`config.mk`:
```
export PLATFORM = sky130hd
export DESIGN_NAME = expression_syntax_checker_unit
export DESIGN_NICKNAME = d
export VERILOG_FILES = /design/src/rtl/core/esc_pkg.sv /design/src/rtl/core/esc_stack_ram.sv /design/src/rtl/core/esc_engine.sv /design/src/rtl/core/expression_syntax_checker_unit.sv
export SDC_FILE = /design/constraint.sdc
export NUM_CORES = 1
export LEC_CHECK = 0
export ABC_AREA = 1
export BUFFER_PORTS_ARGS = -buffer_cell sky130_fd_sc_hd__buf_4
export CAP_MARGIN = 20
export CORE_MARGIN = 5
export CORE_UTILIZATION = 30
export DETAILED_ROUTE_END_ITERATION = 7
export PLACE_DENSITY = 0.44
export SLEW_MARGIN = 30
export SYNTH_ARGS = -nofsm -noshare
export SYNTH_HDL_FRONTEND = slang
export SYNTH_SLANG_ARGS = --single-unit
```
`constraint.sdc`:
```
create_clock -name clk -period 6.15 [get_ports clk]
set_input_delay 0.3075 -clock clk [delete_from_list [all_inputs] [get_ports clk]]
set_output_delay 0.3075 -clock clk [all_outputs]
set_load 0.02 [all_outputs]
```
`src/rtl/core/esc_pkg.sv`:
```
// shared types, symbol codes, error codes and character helpers for the syntax checker
package esc_pkg;

  localparam int SYM_W = 4;

  typedef enum logic [SYM_W-1:0] {
    SYM_E     = 4'd0,
    SYM_Q     = 4'd1,
    SYM_T     = 4'd2,
    SYM_R     = 4'd3,
    SYM_F     = 4'd4,
    SYM_N     = 4'd5,
    SYM_PLUS  = 4'd6,
    SYM_MINUS = 4'd7,
    SYM_MUL   = 4'd8,
    SYM_DIV   = 4'd9,
    SYM_LP    = 4'd10,
    SYM_RP    = 4'd11
  } sym_t;

  localparam logic [3:0] ERR_NONE     = 4'd0;
  localparam logic [3:0] ERR_OPERAND  = 4'd1;
  localparam logic [3:0] ERR_BAD_Q    = 4'd2;
  localparam logic [3:0] ERR_BAD_R    = 4'd3;
  localparam logic [3:0] ERR_MISMATCH = 4'd4;
  localparam logic [3:0] ERR_DOUBLE   = 4'd5;
  localparam logic [3:0] ERR_OP_PAREN = 4'd6;
  localparam logic [3:0] ERR_TRAILING = 4'd7;
  localparam logic [3:0] ERR_OVERFLOW = 4'd8;

  localparam logic [7:0] CH_NUL   = 8'h00;
  localparam logic [7:0] CH_PLUS  = 8'h2B;
  localparam logic [7:0] CH_MINUS = 8'h2D;
  localparam logic [7:0] CH_MUL   = 8'h2A;
  localparam logic [7:0] CH_DIV   = 8'h2F;
  localparam logic [7:0] CH_LP    = 8'h28;
  localparam logic [7:0] CH_RP    = 8'h29;
  localparam logic [7:0] CH_DOT   = 8'h2E;
  localparam logic [7:0] CH_0     = 8'h30;
  localparam logic [7:0] CH_9     = 8'h39;

  typedef struct packed {
    logic       done;
    logic       accepted;
    logic [3:0] code;
  } res_t;

  function automatic logic is_digit(input logic [7:0] c);
    return c inside {[CH_0:CH_9]};
  endfunction

  function automatic logic [7:0] term_char(input sym_t s);
    logic [7:0] r;
    case (s)
      SYM_PLUS:  r = CH_PLUS;
      SYM_MINUS: r = CH_MINUS;
      SYM_MUL:   r = CH_MUL;
      SYM_DIV:   r = CH_DIV;
      SYM_LP:    r = CH_LP;
      SYM_RP:    r = CH_RP;
      default:   r = CH_NUL;
    endcase
    return r;
  endfunction

endpackage

```
`src/rtl/core/esc_stack_ram.sv`:
```
// symbol stack memory, one write port and one registered read port
module esc_stack_ram #(
  parameter int DEPTH = 64,
  parameter int AW    = 6,
  parameter int W     = 4
) (
  input  logic          clk,
  input  logic          we,
  input  logic [AW-1:0] waddr,
  input  logic [W-1:0]  wdata,
  input  logic [AW-1:0] raddr,
  output logic [W-1:0]  rdata
);

  logic [W-1:0] mem [DEPTH];

  always_ff @(posedge clk) begin
    if (we) begin
      mem[waddr] <= wdata;
    end
    rdata <= mem[raddr];
  end

endmodule

```
`src/rtl/core/esc_engine.sv`:
```
// parser sequencer: pops, expands and pushes the symbol stack one step per cycle
module esc_engine #(
  parameter int STACK_DEPTH = 64,
  parameter int AW          = 6,
  parameter int DW          = 7
) (
  input  logic                     clk,
  input  logic                     rst_n,
  input  logic                     in_tvalid,
  output logic                     in_tready,
  input  logic [7:0]               in_symbol,
  input  logic                     in_is_end,
  output logic                     res_valid,
  input  logic                     res_ready,
  output esc_pkg::res_t            res,
  output logic                     mem_we,
  output logic [AW-1:0]            mem_waddr,
  output logic [esc_pkg::SYM_W-1:0] mem_wdata,
  output logic [AW-1:0]            mem_raddr,
  input  logic [esc_pkg::SYM_W-1:0] mem_rdata
);
  import esc_pkg::*;

  typedef enum logic [2:0] {
    S_INIT,
    S_IDLE,
    S_EXEC,
    S_PUSH,
    S_DONE
  } state_t;

  state_t        state_r, state_nxt;
  logic [DW-1:0] depth_r, depth_nxt;
  logic [3:0]    err_r, err_nxt;
  logic          op_r, op_nxt;
  logic [1:0]    nph_r, nph_nxt;
  logic          topv_r, topv_nxt;
  sym_t          top_r, top_nxt;
  logic [7:0]    c_r, c_nxt;
  logic          end_r, end_nxt;
  logic [1:0]    cnt_r, cnt_nxt;
  sym_t          q0_r, q0_nxt;
  sym_t          q1_r, q1_nxt;

  logic [DW-1:0] dm1;
  logic [DW-1:0] dnxt_m1;
  sym_t          top_sym;
  sym_t          wsym;

  assign in_tready = (state_r == S_IDLE);
  assign dm1       = depth_r - DW'(1);
  assign top_sym   = topv_r ? top_r : sym_t'(mem_rdata);
  assign dnxt_m1   = depth_nxt - DW'(1);
  assign mem_raddr = dnxt_m1[AW-1:0];
  assign mem_wdata = wsym;

  assign res.done     = end_r;
  assign res.accepted = end_r && (err_r == ERR_NONE);
  assign res.code     = err_r;

  always_comb begin
    state_nxt = state_r;
    depth_nxt = depth_r;
    err_nxt   = err_r;
    op_nxt    = op_r;
    nph_nxt   = nph_r;
    topv_nxt  = topv_r;
    top_nxt   = top_r;
    c_nxt     = c_r;
    end_nxt   = end_r;
    cnt_nxt   = cnt_r;
    q0_nxt    = q0_r;
    q1_nxt    = q1_r;
    mem_we    = 1'b0;
    mem_waddr = dm1[AW-1:0];
    wsym      = SYM_E;
    res_valid = 1'b0;

    case (state_r)
      S_INIT: begin
        mem_we    = 1'b1;
        mem_waddr = '0;
        wsym      = SYM_E;
        depth_nxt = DW'(1);
        topv_nxt  = 1'b1;
        top_nxt   = SYM_E;
        state_nxt = S_IDLE;
      end

      S_IDLE: begin
        if (in_tvalid) begin
          c_nxt   = in_is_end ? CH_NUL : in_symbol;
          end_nxt = in_is_end;
          if (in_is_end) begin
            nph_nxt   = 2'd0;
            state_nxt = S_EXEC;
          end else if (err_r != ERR_NONE) begin
            state_nxt = S_DONE;
          end else if (nph_r == 2'd1) begin
            if (is_digit(in_symbol)) begin
              state_nxt = S_DONE;
            end else if (in_symbol == CH_DOT) begin
              nph_nxt   = 2'd2;
              state_nxt = S_DONE;
            end else begin
              nph_nxt   = 2'd0;
              state_nxt = S_EXEC;
            end
          end else if (nph_r == 2'd2) begin
            if (is_digit(in_symbol)) begin
              state_nxt = S_DONE;
            end else begin
              nph_nxt   = 2'd0;
              state_nxt = S_EXEC;
            end
          end else begin
            state_nxt = S_EXEC;
          end
        end
      end

      S_EXEC: begin
        if (err_r != ERR_NONE) begin
          state_nxt = S_DONE;
        end else if (depth_r == '0) begin
          if (!end_r) begin
            err_nxt = ERR_TRAILING;
          end
          state_nxt = S_DONE;
        end else begin
          // pop by default, a first push reuses the popped slot
          depth_nxt = dm1;
          topv_nxt  = 1'b0;
          case (top_sym)
            SYM_E, SYM_T: begin
              if (is_digit(c_r) || c_r == CH_LP || c_r == CH_MINUS) begin
                mem_we    = 1'b1;
                wsym      = (top_sym == SYM_E) ? SYM_Q : SYM_R;
                depth_nxt = depth_r;
                topv_nxt  = 1'b1;
                top_nxt   = wsym;
                q0_nxt    = (top_sym == SYM_E) ? SYM_T : SYM_F;
                cnt_nxt   = 2'd1;
                state_nxt = S_PUSH;
              end else begin
                err_nxt   = ERR_OPERAND;
                state_nxt = S_DONE;
              end
            end
            SYM_Q: begin
              if (c_r == CH_PLUS || c_r == CH_MINUS) begin
                if (op_r) begin
                  err_nxt   = ERR_DOUBLE;
                  state_nxt = S_DONE;
                end else begin
                  mem_we    = 1'b1;
                  wsym      = SYM_Q;
                  depth_nxt = depth_r;
                  topv_nxt  = 1'b1;
                  top_nxt   = SYM_Q;
                  q0_nxt    = SYM_T;
                  q1_nxt    = (c_r == CH_PLUS) ? SYM_PLUS : SYM_MINUS;
                  cnt_nxt   = 2'd2;
                  op_nxt    = 1'b1;
                  state_nxt = S_PUSH;
                end
              end else if (c_r == CH_RP || c_r == CH_NUL) begin
                op_nxt = 1'b0;
              end else begin
                err_nxt   = ERR_BAD_Q;
                state_nxt = S_DONE;
              end
            end
            SYM_R: begin
              if (c_r == CH_MUL || c_r == CH_DIV) begin
                if (op_r) begin
                  err_nxt   = ERR_DOUBLE;
                  state_nxt = S_DONE;
                end else begin
                  mem_we    = 1'b1;
                  wsym      = SYM_R;
                  depth_nxt = depth_r;
                  topv_nxt  = 1'b1;
                  top_nxt   = SYM_R;
                  q0_nxt    = SYM_F;
                  q1_nxt    = (c_r == CH_MUL) ? SYM_MUL : SYM_DIV;
                  cnt_nxt   = 2'd2;
                  op_nxt    = 1'b1;
                  state_nxt = S_PUSH;
                end
              end else if (c_r == CH_PLUS || c_r == CH_MINUS || c_r == CH_RP
                           || c_r == CH_NUL) begin
                op_nxt = 1'b0;
              end else begin
                err_nxt   = ERR_BAD_R;
                state_nxt = S_DONE;
              end
            end
            SYM_F: begin
              if (is_digit(c_r)) begin
                mem_we    = 1'b1;
                wsym      = SYM_N;
                depth_nxt = depth_r;
                topv_nxt  = 1'b1;
                top_nxt   = SYM_N;
                op_nxt    = 1'b0;
              end else if (c_r == CH_MINUS) begin
                // unary minus: the character is consumed here
                mem_we    = 1'b1;
                wsym      = SYM_F;
                depth_nxt = depth_r;
                topv_nxt  = 1'b1;
                top_nxt   = SYM_F;
                op_nxt    = 1'b0;
                state_nxt = S_DONE;
              end else if (c_r == CH_LP) begin
                if (op_r) begin
                  err_nxt   = ERR_OP_PAREN;
                  state_nxt = S_DONE;
                end else begin
                  mem_we    = 1'b1;
                  wsym      = SYM_RP;
                  depth_nxt = depth_r;
                  topv_nxt  = 1'b1;
                  top_nxt   = SYM_RP;
                  q0_nxt    = SYM_E;
                  q1_nxt    = SYM_LP;
                  cnt_nxt   = 2'd2;
                  op_nxt    = 1'b0;
                  state_nxt = S_PUSH;
                end
              end else begin
                err_nxt   = ERR_OPERAND;
                state_nxt = S_DONE;
              end
            end
            SYM_N: begin
              if (is_digit(c_r)) begin
                nph_nxt   = 2'd1;
                state_nxt = S_DONE;
              end else if (c_r == CH_DOT) begin
                nph_nxt   = 2'd2;
                state_nxt = S_DONE;
              end
            end
            default: begin
              if (c_r != CH_NUL && c_r == term_char(top_sym)) begin
                op_nxt = 1'b0;
              end else begin
                err_nxt = ERR_MISMATCH;
              end
              state_nxt = S_DONE;
            end
          endcase
        end
      end

      S_PUSH: begin
        if (depth_r >= DW'(STACK_DEPTH)) begin
          err_nxt   = ERR_OVERFLOW;
          state_nxt = S_DONE;
        end else begin
          mem_we    = 1'b1;
          mem_waddr = depth_r[AW-1:0];
          wsym      = q0_r;
          depth_nxt = depth_r + DW'(1);
          topv_nxt  = 1'b1;
          top_nxt   = q0_r;
          q0_nxt    = q1_r;
          cnt_nxt   = cnt_r - 2'd1;
          if (cnt_r == 2'd1) begin
            state_nxt = S_EXEC;
          end
        end
      end

      S_DONE: begin
        res_valid = 1'b1;
        if (res_ready) begin
          if (end_r) begin
            err_nxt   = ERR_NONE;
            op_nxt    = 1'b0;
            nph_nxt   = 2'd0;
            state_nxt = S_INIT;
          end else begin
            state_nxt = S_IDLE;
          end
        end
      end

      default: begin
        state_nxt = S_INIT;
      end
    endcase
  end

  always_ff @(posedge clk) begin
    if (!rst_n) begin
      state_r <= S_INIT;
      depth_r <= '0;
      err_r   <= ERR_NONE;
      op_r    <= 1'b0;
      nph_r   <= 2'd0;
      topv_r  <= 1'b0;
      cnt_r   <= 2'd0;
      end_r   <= 1'b0;
    end else begin
      state_r <= state_nxt;
      depth_r <= depth_nxt;
      err_r   <= err_nxt;
      op_r    <= op_nxt;
      nph_r   <= nph_nxt;
      topv_r  <= topv_nxt;
      cnt_r   <= cnt_nxt;
      end_r   <= end_nxt;
    end
    top_r <= top_nxt;
    c_r   <= c_nxt;
    q0_r  <= q0_nxt;
    q1_r  <= q1_nxt;
  end

endmodule

```
`src/rtl/core/expression_syntax_checker_unit.sv`:
```
// top level of the expression syntax checker: sequencer, stack memory and result register
// path: a character taken inside a number or after an error goes straight to the result register,
//   any other first passes through stack steps (pop, expansion or extra push); out_tvalid is registered
// flow: one item at a time, no new input is taken until its result has entered the result register
// after an end beat's result is taken, the start symbol is rewritten into the stack memory
// reset: synchronous active low; the first cycle after reset writes the start symbol, tready low
module expression_syntax_checker_unit #(
  parameter int STACK_DEPTH = 64
) (
  input  logic       clk,
  input  logic       rst_n,
  input  logic       in_tvalid,
  output logic       in_tready,
  input  logic [7:0] in_tdata,   // [7:0] symbol
  input  logic       in_tlast,
  output logic       out_tvalid,
  input  logic       out_tready,
  output logic [7:0] out_tdata,  // [0] accepted, [4:1] error_code, [7:5] zero
  output logic       out_tlast
);
  import esc_pkg::*;

  localparam int AW = (STACK_DEPTH > 1) ? $clog2(STACK_DEPTH) : 1;
  localparam int DW = $clog2(STACK_DEPTH + 1);

  logic             res_valid;
  logic             res_ready;
  res_t             res;
  logic             mem_we;
  logic [AW-1:0]    mem_waddr;
  logic [SYM_W-1:0] mem_wdata;
  logic [AW-1:0]    mem_raddr;
  logic [SYM_W-1:0] mem_rdata;

  logic             out_valid_r;
  res_t             out_res_r;
  logic             res_fire;
  logic             in_fire;

  assign res_ready = !out_valid_r || out_tready;
  assign res_fire  = res_valid && res_ready;
  assign in_fire   = in_tvalid && in_tready;

  esc_engine #(
    .STACK_DEPTH(STACK_DEPTH),
    .AW(AW),
    .DW(DW)
  ) u_engine (
    .clk(clk),
    .rst_n(rst_n),
    .in_tvalid(in_tvalid),
    .in_tready(in_tready),
    .in_symbol(in_tdata),
    .in_is_end(in_tlast),
    .res_valid(res_valid),
    .res_ready(res_ready),
    .res(res),
    .mem_we(mem_we),
    .mem_waddr(mem_waddr),
    .mem_wdata(mem_wdata),
    .mem_raddr(mem_raddr),
    .mem_rdata(mem_rdata)
  );

  esc_stack_ram #(
    .DEPTH(STACK_DEPTH),
    .AW(AW),
    .W(SYM_W)
  ) u_stack (
    .clk(clk),
    .we(mem_we),
    .waddr(mem_waddr),
    .wdata(mem_wdata),
    .raddr(mem_raddr),
    .rdata(mem_rdata)
  );

  always_ff @(posedge clk) begin
    if (!rst_n) begin
      out_valid_r <= 1'b0;
    end else if (res_fire) begin
      out_valid_r <= 1'b1;
    end else if (out_tready) begin
      out_valid_r <= 1'b0;
    end
    if (res_fire) begin
      out_res_r <= res;
    end
  end

  assign out_tvalid = out_valid_r;
  assign out_tdata  = {3'b000, out_res_r.code, out_res_r.accepted};
  assign out_tlast  = out_res_r.done;

  a_one_item: assert property (@(posedge clk) disable iff (!rst_n)
    in_fire |=> !in_tready)
    else $error("input taken while an item is still in work");

  a_accept_final: assert property (@(posedge clk) disable iff (!rst_n)
    (res_valid && res.accepted) |-> (res.done && res.code == ERR_NONE))
    else $error("accept without end beat or with an error");

  a_code_range: assert property (@(posedge clk) disable iff (!rst_n)
    res_valid |-> (res.code <= ERR_OVERFLOW))
    else $error("error code out of range");

  a_no_overwrite: assert property (@(posedge clk) disable iff (!rst_n)
    (out_valid_r && !out_tready) |-> !res_fire)
    else $error("result register overwritten while held");

endmodule
```
==> impl_metrics.yaml <==
placed_design:
  dp.cells: 2191
  post_dp_cell_area_um2: 15700
  dp_hpwl_um: 28400
  place_congestion: 0.885
  portBuffers: 20
setup_path:
  crit_type: "flip-flop to flip-flop"
  r2r_slack_ps: 1660
  path_buf_inv: 3
  critPathSlowestCell: "buf_4"
  reg2reg_depth: 20
  cp-start-kind: "flip-flop"
  slowest_delay_ps: 610
  path_cells: "inv_2 -> ha_1 -> nand3_2 -> nor2_1 -> nand2_1 -> nor2_2 -> inv_1 -> nor2_1 -> o21ai_1 -> nand2_1 -> nor2_2 -> ha_2 -> buf_4 -> nand3_1 -> nand3_1 -> nand3_1 -> nand3_1 -> nand2_1 -> nand2_1 -> nand2_1"
  worstPathMaxFanout: 64
  r2r-end: "u_stack.rdata[0]"
  critPathCaptureType: "flip-flop"
  crit_top_cell: "nand2_1"
  worstPathArrival_ps: 4940
  r2r_start: "u_engine.depth_r[0]"
  required_ps: 6590
  path_delay_family: "simple AND/OR/NAND/NOR gates"
detailed_routing:
  viasPerCell: 5.10
  drc: 0
  antenna_left: 0
  post_drt_wl_per_cell_um: 20.0
  drt_iter0_markers: 1070
  firstDrtPassIters: 7
  wirelength_um: 45200
  vias: 11500
min_path:
  hold_end: "out_tvalid"
  min_path_cells: 4
  worstHoldStart: "out_tready"
  min-delay-path-class: "input pin to flip-flop"
finish:
  final_cells: 2258
  postLayoutCellArea_um2: 17000
  drive_above_1_share_pct: 10.8
  nets: 1577
  layout.cells.most_common: "nand3_1"
  mostFrequentLayoutCells: "394 x nand3_1, 293 x nand2_1, 282 x edfxtp_1, 156 x nor2_1, 96 x inv_1"
  final_util_pct: 34.0
  n_fill_cell: 5074
  syn_to_final_growth_pct: 12.5
  antenna_cells: 0
logic_synthesis:
  syn-cell-area_um2: 15100
  yosys.area_share.adder_pct: 0.498
  synth-xor-area-share_pct: 0.680
  synth_compound_area_share_pct: 4.43
  ys_types: 54
  postSynthCellCount: 1561
  yosysSeqAreaShare_pct: 59.6
  synth_simple_gate_area_share_pct: 28.5
  synth_mux_area_share_pct: 0
  ys.warnings.count: 0
  ys.flop_type: "edfxtp_1"
  synth.ff_latch_count: 308
  syn_area_per_cell_um2: 9.66
  synth_edf_count: 282
  synthArstFlopShare_pct: 0
  synth_top_family_by_area: "simple AND/OR/NAND/NOR gates"
status:
  status: "completed"
clock_network:
  numCtsBuffers: 37
  clockRootBuffer: "clkbuf_16"
  cts_resized: 0
  htreeDepth: 2
  cts_setup_buffers: 0
  postCtsHoldBufs: 0
  cts_buffer_depth: 3
  cts_tree: "done"
  clock_latency_ps: 560
  cts.sinks: 308
  cts.clk_slew.worst_paths_ps: 60
flow_run:
  maxCapViolCount: 0
global_route:
  grt_start_max_net_pins: 100
  grt_pass1_vias: 11100
  grt_usage_pct: 16.4
  antenna_found_initial: 0
  grt_pass1_wl_um: 68800
  overflow: 0
timing:
  maxSlewHeadroom_pct: 38.3
  setup_tns_ps: 0
  tightestPinTransition_ps: 922
  grt_setup_unrepaired: "no"
  fin_worst_skew_ps: 19.7
  fmax_mhz: 223
  fin_crit_sh_pct: 73.1
  fin_crit_ps: 4490
  timing_max_transition_violations_final: 0
  hold_violations: 0
  setup_viol: 0
floorplanning:
  die_w_um: 234
  fp-row-count: 82
  ios: 24
  fp.dieH_um: 234
  dieArea_um2: 54900
  initial_utilization_pct: 30.2
  coreArea_um2: 50000
-- layer usage --
layer | vias up | share of wire, % | global-route usage [%] | wire (um)
met2 | 368 | 46 | 26.0 | 20600
met4 | 0 | 2.5 | 4.57 | 1110
li1 | 5444 | - | - | -
met3 | 80 | 5.7 | 2.66 | 2580
met1 | 5627 | 46 | 23.2 | 20900
met5 | - | 0 | 0 | 0
-- metrics by stage --
step                setup WS, ps  hold WS [ps]
floorplan                   1760           408
global placement            1750           435
detailed placement          1780           429
CTS                         1750          19.0
global route                1350          44.7
finish                      1660          41.5
-- cell usage after synthesis, drive strengths merged, types with 2 or more instances --
cell type    n  area (um2)
nand3      399        2020
nand2      322        1300
edfxtp     282        8470
nor2       173         732
inv        115         437
buf         47         385
o21ai       47         239
clkbuf      31         116
dfxtp       26         521
a21oi       25         129
nand4       14        93.8
nor3        13        81.3
xor2         9        86.3
nand3b       8        60.1
a211oi       7        52.6
o22ai        7        43.8
ha           6        75.1
o211ai       3        22.5
o221ai       3        26.3
a2111oi      2        17.5
a22oi        2        15.0
a31o         2        17.5
a31oi        2        12.5
o2111ai      2        17.5
o21a         2        15.0
o31ai        2        15.0
-- cell families (layout without fill, tap and decap cells) --
logic type               Yosys count  count (layout)
buffers and inverters            194             217
other                              1               3
flip-flops                       308             308
AND/OR/NAND/NOR                  931             931
AO/OA/AOI/OAI                    111             111
adder cells (fa/ha/maj)            6               6
XOR/XNOR                          10              10
-- worst register-to-register path, stage by stage, from the launching register on --
cell and delay, ps:
dfxtp_1 370, inv_2 210, ha_1 260, nand3_2 110, nor2_1 110, nand2_1 110
nor2_2 230, inv_1 190, nor2_1 530, o21ai_1 190, nand2_1 110, nor2_2 60
ha_2 330, buf_4 610, nand3_1 260, nand3_1 150, nand3_1 180, nand3_1 150
nand2_1 80, nand2_1 100, nand2_1 80
-- worst max path at each step --
stage | startpoint | to | slack (ps) | cells past startpoint
after CTS | u_engine.state_r[2] | u_stack.rdata[3] | 1750 | 17
after floorplan | u_engine.state_r[0] | u_stack.mem[0][3] | 1760 | 7
after global placement | u_engine.depth_r[0] | u_stack.rdata[0] | 1750 | 20
after global routing | u_engine.state_r[2] | u_stack.rdata[3] | 1350 | 17
final | u_engine.depth_r[0] | u_stack.rdata[0] | 1660 | 20
after detailed placement | u_engine.state_r[2] | u_stack.rdata[3] | 1780 | 17
-- area by class of cell --
type	count	area, um2	share of cell area, %
repair buffers	34	259	1.53
multi-input cells	1061	5210	30.7
well taps	672	841	4.96
inverters	116	442	2.60
clock inverters	15	170	1.00
clock buffers	52	1050	6.21
flip-flops and latches	308	8990	53.0
-- sequential cells by signal (all words and copies together), names as in the netlist, 2 cells and up --
| signal | cells |
|---|---|
| u_engine.depth_r | 7 |
| u_engine.top_r | 4 |
| u_engine.nph_r | 2 |
| u_stack.rdata | 4 |
| u_engine.c_r | 8 |
| u_engine.state_r | 3 |
| u_stack.mem | 256 |
| u_engine.cnt_r | 2 |
| u_engine.err_r | 4 |
| out_tdata | 5 |
| u_engine.q0_r | 4 |
| u_engine.q1_r | 4 |
Power is not shown: default switching activity piles up to over one toggle a cycle in this logic, so the estimate is an artifact.
